==> config.mk <==
export PLATFORM = sky130hd
export DESIGN_NAME = address_region_translation_table
export DESIGN_NICKNAME = d
export VERILOG_FILES = /design/src/rtl/artt_pkg.sv /design/src/rtl/artt_entry_ram.sv /design/src/rtl/artt_engine.sv /design/src/rtl/address_region_translation_table.sv
export SDC_FILE = /design/constraint.sdc
export NUM_CORES = 2
export LEC_CHECK = 0
export BUFFER_PORTS_ARGS = -buffer_cell sky130_fd_sc_hd__buf_2
export CORE_UTILIZATION = 35
export DETAILED_ROUTE_END_ITERATION = 10
export MAX_ROUTING_LAYER = met4
export SYNTH_ARGS = -nofsm -noshare
export SYNTH_HDL_FRONTEND = slang
export SYNTH_SLANG_ARGS = --single-unit
export TNS_END_PERCENT = 100
==> constraint.sdc <==
create_clock -name clk -period 39.8 [get_ports clk]
set_clock_uncertainty 0.05 [all_clocks]
set_input_delay 7.96 -clock clk [delete_from_list [all_inputs] [get_ports clk]]
set_output_delay 7.96 -clock clk [all_outputs]
set_load 0.05 [all_outputs]
==> src/rtl/artt_pkg.sv <==
// shared types and constants for the address region translation table
package artt_pkg;

  localparam int ENTRIES = 16;
  localparam int IDX_W = (ENTRIES > 1) ? $clog2(ENTRIES) : 1;
  localparam logic [IDX_W-1:0] LAST_IDX = IDX_W'(ENTRIES - 1);

  typedef enum logic [1:0] {
    FUNC_LOOKUP = 2'd0,
    FUNC_ADD    = 2'd1,
    FUNC_REMOVE = 2'd2,
    FUNC_CLEAR  = 2'd3
  } func_t;

  typedef enum logic [2:0] {
    ST_IDLE,
    ST_SCAN,
    ST_LAST,
    ST_CALC,
    ST_RESULT
  } state_t;

  typedef struct packed {
    func_t       func;
    logic [63:0] address;
    logic [63:0] target_addr;
    logic [63:0] region_size;
    logic [7:0]  mem_type;
  } req_t;

  typedef struct packed {
    logic        hit;
    logic [63:0] translated_addr;
    logic [7:0]  type_out;
    logic        status;
  } rsp_t;

  typedef struct packed {
    logic [63:0] base;
    logic [63:0] target;
    logic [63:0] length;
    logic [7:0]  mem_type;
  } entry_t;

  typedef struct packed {
    logic             en;
    logic [IDX_W-1:0] addr;
    entry_t           data;
  } ram_wr_t;

endpackage

==> src/rtl/artt_entry_ram.sv <==
// region entry memory, one write port, one registered read port
module artt_entry_ram (
  input  logic                          clk,
  input  artt_pkg::ram_wr_t             wr,
  input  logic [artt_pkg::IDX_W-1:0]    raddr,
  output artt_pkg::entry_t              rdata
);

  artt_pkg::entry_t mem [artt_pkg::ENTRIES];

  always_ff @(posedge clk) begin
    if (wr.en) begin
      mem[wr.addr] <= wr.data;
    end
    rdata <= mem[raddr];
  end

endmodule

==> src/rtl/artt_engine.sv <==
// scan sequencer: valid bits, entry compare and result build
module artt_engine (
  input  logic                          clk,
  input  logic                          rst,
  input  logic                          start,
  input  artt_pkg::req_t                item,
  output logic                          busy,
  output artt_pkg::ram_wr_t             wr,
  output logic [artt_pkg::IDX_W-1:0]    raddr,
  input  artt_pkg::entry_t              rdata,
  output logic                          res_valid,
  output artt_pkg::rsp_t                res,
  input  logic                          res_take
);

  artt_pkg::state_t state, state_next;

  logic [artt_pkg::ENTRIES-1:0] valid;
  logic [artt_pkg::IDX_W-1:0]   rd_idx;
  logic [artt_pkg::IDX_W-1:0]   cmp_idx;
  logic                         cmp_pend;
  logic                         found;
  logic                         match;
  logic                         have_free;
  logic                         full;

  artt_pkg::func_t              op;
  logic [63:0]                  key;
  logic [63:0]                  new_target;
  logic [63:0]                  new_length;
  logic [7:0]                   new_type;
  artt_pkg::entry_t             best;
  logic [63:0]                  offset;
  logic [artt_pkg::IDX_W-1:0]   match_idx;
  logic [artt_pkg::IDX_W-1:0]   free_idx;

  logic ent_valid;
  logic base_eq;
  logic lk_better;
  logic hit_w;

  assign ent_valid = valid[cmp_idx];
  assign base_eq   = (rdata.base == key);
  assign lk_better = ent_valid && (rdata.base <= key) && (!found || (rdata.base > best.base));

  always_ff @(posedge clk) begin
    if (rst) begin
      state <= artt_pkg::ST_IDLE;
    end else begin
      state <= state_next;
    end
  end

  always_comb begin
    state_next = state;
    busy       = (state != artt_pkg::ST_IDLE);
    res_valid  = 1'b0;
    unique case (state)
      artt_pkg::ST_IDLE: begin
        if (start) begin
          state_next = (item.func == artt_pkg::FUNC_CLEAR) ? artt_pkg::ST_RESULT
                                                          : artt_pkg::ST_SCAN;
        end
      end
      artt_pkg::ST_SCAN: begin
        if (rd_idx == artt_pkg::LAST_IDX) begin
          state_next = artt_pkg::ST_LAST;
        end
      end
      artt_pkg::ST_LAST: begin
        state_next = artt_pkg::ST_CALC;
      end
      artt_pkg::ST_CALC: begin
        state_next = artt_pkg::ST_RESULT;
      end
      artt_pkg::ST_RESULT: begin
        res_valid = 1'b1;
        if (res_take) begin
          state_next = artt_pkg::ST_IDLE;
        end
      end
      default: begin
        state_next = artt_pkg::ST_IDLE;
      end
    endcase
  end

  // memory ports
  assign raddr         = rd_idx;
  assign wr.en         = (state == artt_pkg::ST_CALC) && (op == artt_pkg::FUNC_ADD)
                         && (match || have_free);
  assign wr.addr       = match ? match_idx : free_idx;
  assign wr.data.base     = key;
  assign wr.data.target   = new_target;
  assign wr.data.length   = new_length;
  assign wr.data.mem_type = new_type;

  // control state
  always_ff @(posedge clk) begin
    if (rst) begin
      valid     <= '0;
      rd_idx    <= '0;
      cmp_pend  <= 1'b0;
      found     <= 1'b0;
      match     <= 1'b0;
      have_free <= 1'b0;
      full      <= 1'b0;
    end else begin
      cmp_pend <= (state == artt_pkg::ST_SCAN);
      if (start) begin
        rd_idx    <= '0;
        found     <= 1'b0;
        match     <= 1'b0;
        have_free <= 1'b0;
        full      <= 1'b0;
        if (item.func == artt_pkg::FUNC_CLEAR) begin
          valid <= '0;
        end
      end else if (state == artt_pkg::ST_SCAN) begin
        rd_idx <= rd_idx + 1'b1;
      end
      if (cmp_pend) begin
        unique case (op)
          artt_pkg::FUNC_LOOKUP: begin
            if (lk_better) begin
              found <= 1'b1;
            end
          end
          artt_pkg::FUNC_ADD: begin
            if (ent_valid && base_eq) begin
              match <= 1'b1;
            end
            if (!ent_valid) begin
              have_free <= 1'b1;
            end
          end
          artt_pkg::FUNC_REMOVE: begin
            if (ent_valid && base_eq) begin
              valid[cmp_idx] <= 1'b0;
            end
          end
          artt_pkg::FUNC_CLEAR: begin
          end
          default: begin
          end
        endcase
      end
      if (state == artt_pkg::ST_CALC) begin
        full <= (op == artt_pkg::FUNC_ADD) && !(match || have_free);
        if (wr.en) begin
          valid[wr.addr] <= 1'b1;
        end
      end
    end
  end

  // payload
  always_ff @(posedge clk) begin
    cmp_idx <= rd_idx;
    if (start) begin
      op         <= item.func;
      key        <= item.address;
      new_target <= item.target_addr;
      new_length <= item.region_size;
      new_type   <= item.mem_type;
    end
    if (cmp_pend) begin
      if ((op == artt_pkg::FUNC_LOOKUP) && lk_better) begin
        best <= rdata;
      end
      if (ent_valid && base_eq && !match) begin
        match_idx <= cmp_idx;
      end
      if (!ent_valid && !have_free) begin
        free_idx <= cmp_idx;
      end
    end
    if (state == artt_pkg::ST_CALC) begin
      offset <= key - best.base;
    end
  end

  assign hit_w = (op == artt_pkg::FUNC_LOOKUP) && found && (offset < best.length);

  assign res.hit             = hit_w;
  assign res.translated_addr = hit_w ? (best.target + offset) : 64'd0;
  assign res.type_out        = hit_w ? best.mem_type : 8'd0;
  assign res.status          = full;

endmodule

==> src/rtl/address_region_translation_table.sv <==
// top level of the region based address translation table
//
//  channel | valid     | stall     | word
//  --------+-----------+-----------+--------------------------------------------
//  request | req_valid | req_stall | req: func, address, target_addr, size, type
//  result  | rsp_valid | rsp_stall | rsp: hit, translated_addr, type_out, status
//
// one request word at a time; lookup, add and remove scan every entry through the
// single read port, pass ST_LAST and ST_CALC and load the result register;
// the next word is taken once that result moves out (clear skips the scan)
// reset empties the table at once through per-entry valid bits, no sweep
// a result waits in the output register while the next word is taken in;
// req_stall stays high while a scan is running or a finished result has nowhere to go
module address_region_translation_table (
  input  logic             clk,
  input  logic             rst,
  input  logic             req_valid,
  output logic             req_stall,
  input  artt_pkg::req_t   req,
  output logic             rsp_valid,
  input  logic             rsp_stall,
  output artt_pkg::rsp_t   rsp
);

  logic                         busy;
  logic                         start;
  artt_pkg::ram_wr_t            wr;
  logic [artt_pkg::IDX_W-1:0]   raddr;
  artt_pkg::entry_t             rdata;
  logic                         res_valid;
  artt_pkg::rsp_t               res;
  logic                         res_take;

  // new word only while the sequencer sits idle
  assign req_stall = busy;
  assign start     = req_valid && !req_stall;

  // output register is free when empty or being drained this cycle
  assign res_take = !rsp_valid || !rsp_stall;

  artt_entry_ram u_ram (
    .clk   (clk),
    .wr    (wr),
    .raddr (raddr),
    .rdata (rdata)
  );

  artt_engine u_engine (
    .clk       (clk),
    .rst       (rst),
    .start     (start),
    .item      (req),
    .busy      (busy),
    .wr        (wr),
    .raddr     (raddr),
    .rdata     (rdata),
    .res_valid (res_valid),
    .res       (res),
    .res_take  (res_take)
  );

  // result output register
  always_ff @(posedge clk) begin
    if (rst) begin
      rsp_valid <= 1'b0;
    end else if (res_valid && res_take) begin
      rsp_valid <= 1'b1;
    end else if (!rsp_stall) begin
      rsp_valid <= 1'b0;
    end
  end

  always_ff @(posedge clk) begin
    if (res_valid && res_take) begin
      rsp <= res;
    end
  end

endmodule

==> results.md <==
* Status: completed
* Hold endpoint: u_engine.best[15]
* Largest area contributor in the netlist: edfxtp_1
* Detailed Place HPWL at ~220,000 microns
* Starting Density at approximately a third
* Max H-tree Level at 5
* Final Net Count at around 8,300
* Post-route worst setup slack at a little under 30 ns
* Period utilisation layout at 25.4%
* Pre-CTS setup slack at 28.54 ns
* Global route total overflow at 0
* Layout Area Growth over Synthesis at 14.8%
* CTS tree: built
* Global-route wire length before repair at roughly 560,000 microns
* Max-slew headroom at a little over a tenth
* DR vias at around 74,000
* Synth top cells by count: 3,748 x edfxtp_1, 1,005 x mux4_2, 318 x ha_1
* # IOs at 282
* Clock slew at reported path FFs at 0.06 ns
* Clk_lat worst skew at 1.00 ns
* Delay of the slowest critical-path stage at 0.64 ns
* Synthesized area at 0.154 sq mm
* Core area at around 0.44 sq mm
* Clock sinks at 3,981
* Yosys warning count at 0
* Top cell type's share of synthesized area at 73.1%
* Slew @ Worst Pin at 1.32 ns
* CTS Root Cell: clkbuf_16
* Register-to-register setup slack at ~33 ns
* Crit start category: input port
* # port buffers at around 280
* Share of post-route cells with drive strength above 1 at about a quarter
* Total track usage at around 18%
* Critical Path AT at 10.62 ns
* Seq/Total Area, Yosys at between 70% and 80%
* Initial antenna violation count at 15
* Global placement routability congestion at roughly 0.9
* Worst path cell trace: buf_2 > nand2_1 > inv_8 > buf_4 > buf_4 > buf_4
* Hold Startpoint: u_ram.rdata[15]
* Synth cell types at 82
* R2R Path End: u_engine.best[3]
* Post-synthesis register bit count at 3,981
* Synth Instances at 7,209
* Number of synthesized flops with an enable pin at 3,748
* R2R Path Start: u_engine.key[49]
* CP max FO at between 80 and 90
* Leakage at ~0.056 uW
* Max Cap Viol at 0
* CP max-delay cell: buf_4
* Final setup fails at 0
* Peak VDD IR at between 0.04 and 0.05 mV
* Die Y at about 670 microns
* Synth Flop Type: edfxtp_1
* Worst endpoint required time at slightly above 40 ns
* Count leader, synth: edfxtp_1
* Synth top area cells: edfxtp_1 73%, mux4_2 15%, dfxtp_1 3.0%
* Largest net degree at the start of global routing at a little under 100
* Antenna Nets Post-Route at 0
* Final Hold Fails at 0
* Chip Width at ~670 microns
* Mapped Nets at approximately 7,700
* # Post-CTS Setup Buffers at 0
* Hold-fix buffers at CTS at 0
* Post-route non-filler standard cell count at around 14,000
* CP endpoint kind: flip-flop
* Post-Route WL at ~390,000 microns
* Final Critical Period at 10.10 ns
* RSZ-0062 raised after global routing: no
* # DRC at 0
* Hold Path Class: reg -> reg
* Drt pass-1 iters at 5
* Peak Freq at approximately 99 MHz
* Power Density at ~58 mW/mm^2
* Async SR Flop Fraction at 0%
* Util after Layout at about two fifths
* Post-Syn Area per Cell at 21.4 sq um
* Vias in the first global route at a little under 80,000
* Vias per cell at approximately 5.3
* Die ar. at between 0.4 and 0.5 sq mm
* Num CTS Buffers at between 400 and 500
* Total Neg Setup Slack at 0 ns
* Worst path most repeated cell: buf_4
* Dpl cells at between 10,000 and 15,000
* Number of core rows at around 240
* DRT iter0 DRCs at approximately 7,500
* Crit path kind: in -> reg
* Clock buffer depth at 4
* Worst hold path depth at 0
* Max-slew violations at 0
* R2r worst-path depth at 13
* CP startpoint: req_valid
* Post-CTS Resized at 0
* Post-DR wirelength/cell at about 28 microns
-- where the power goes --
part | internal, uW | switching (uW) | total, uW
registers | 4970 | 328 | 5300
clock network | 2210 | 1640 | 3850
logic | 516 | 621 | 1140
total | 7700 | 2590 | 10300
-- cells in the final DEF, fill, tap and decap left out, types with 121 or more instances in the layout --
cell type,n
edfxtp_1,3748
mux4_2,1005
clkbuf_16,414
ha_1,318
buf_2,281
inv_1,248
dfxtp_1,229
a21oi_1,184
nor2_1,174
nand2_1,150
buf_4,148
a21o_1,121
-- state kept, by name, indices dropped and copies added, names as in the netlist, 8 cells and up --
| register | cells |
|---|---|
| rsp | 74 |
| u_engine.best | 200 |
| u_engine.key | 64 |
| u_engine.new_length | 64 |
| u_engine.new_target | 64 |
| u_engine.new_type | 8 |
| u_engine.offset | 64 |
| u_engine.valid | 16 |
| u_ram.mem | 3200 |
| u_ram.rdata | 200 |
-- worst max path at each step --
stage,endpoint,slack [ns],cells past startpoint
2_1_floorplan,u_engine.found,24.27,12
3_3_place_gp,u_engine.new_target[0],28.72,6
3_5_place_dp,u_engine.new_target[0],28.54,6
4_1_cts,u_engine.new_length[25],29.59,6
5_1_grt,u_engine.new_target[0],29.37,6
6_report,u_engine.new_target[24],29.70,6
-- layout make-up --
cell class / instances / area (sq um)
Fill cell: 38157 / 261000
Sequential cell: 3981 / 117000
Multi-Input combinational cell: 2694 / 35000
Clock buffer: 553 / 11300
Tap cell: 5880 / 7360
Timing Repair Buffer: 439 / 2720
Clock inverter: 215 / 2290
Inverter: 249 / 942
Antenna cell: 22 / 55.1
-- worst max-delay path, delay by kind of cell --
kind | cells | cell delay [ns]
buffers and inverters | 5 | 2.15
and+or+nand+nor | 1 | 0.23
-- routing by layer --
metal	vias to the layer above	wire length (microns)	GRT usage, %
met3	614	19500	1.77
met5	-	0	-
met1	40073	168000	23.9
met4	0	13500	5.78
li1	31106	-	-
met2	2446	190000	28.8
-- logic make-up (layout without fill, tap and decap cells) --
logic type,after synthesis,after routing,synth area share [%]
simple gates,611,611,1.91
xor+xnor,115,115,0.654
buf+inv,534,1456,1.30
other cells,0,22,0
compound gates,641,641,2.73
flops,3981,3981,76.1
fa+ha+maj,320,320,2.61
mux,1007,1007,14.7
-- through the flow --
stage	area, sq um	hold WS, ns	total power [uW]
after detailed placement	163000	0.339	6540
final	177000	0.352	10300
after global placement	163000	0.339	6500
after CTS	177000	0.353	10400
after floorplan	154000	0.279	6080
after global routing	177000	0.356	10600
Note: power is estimated with default switching activity, not from simulation.
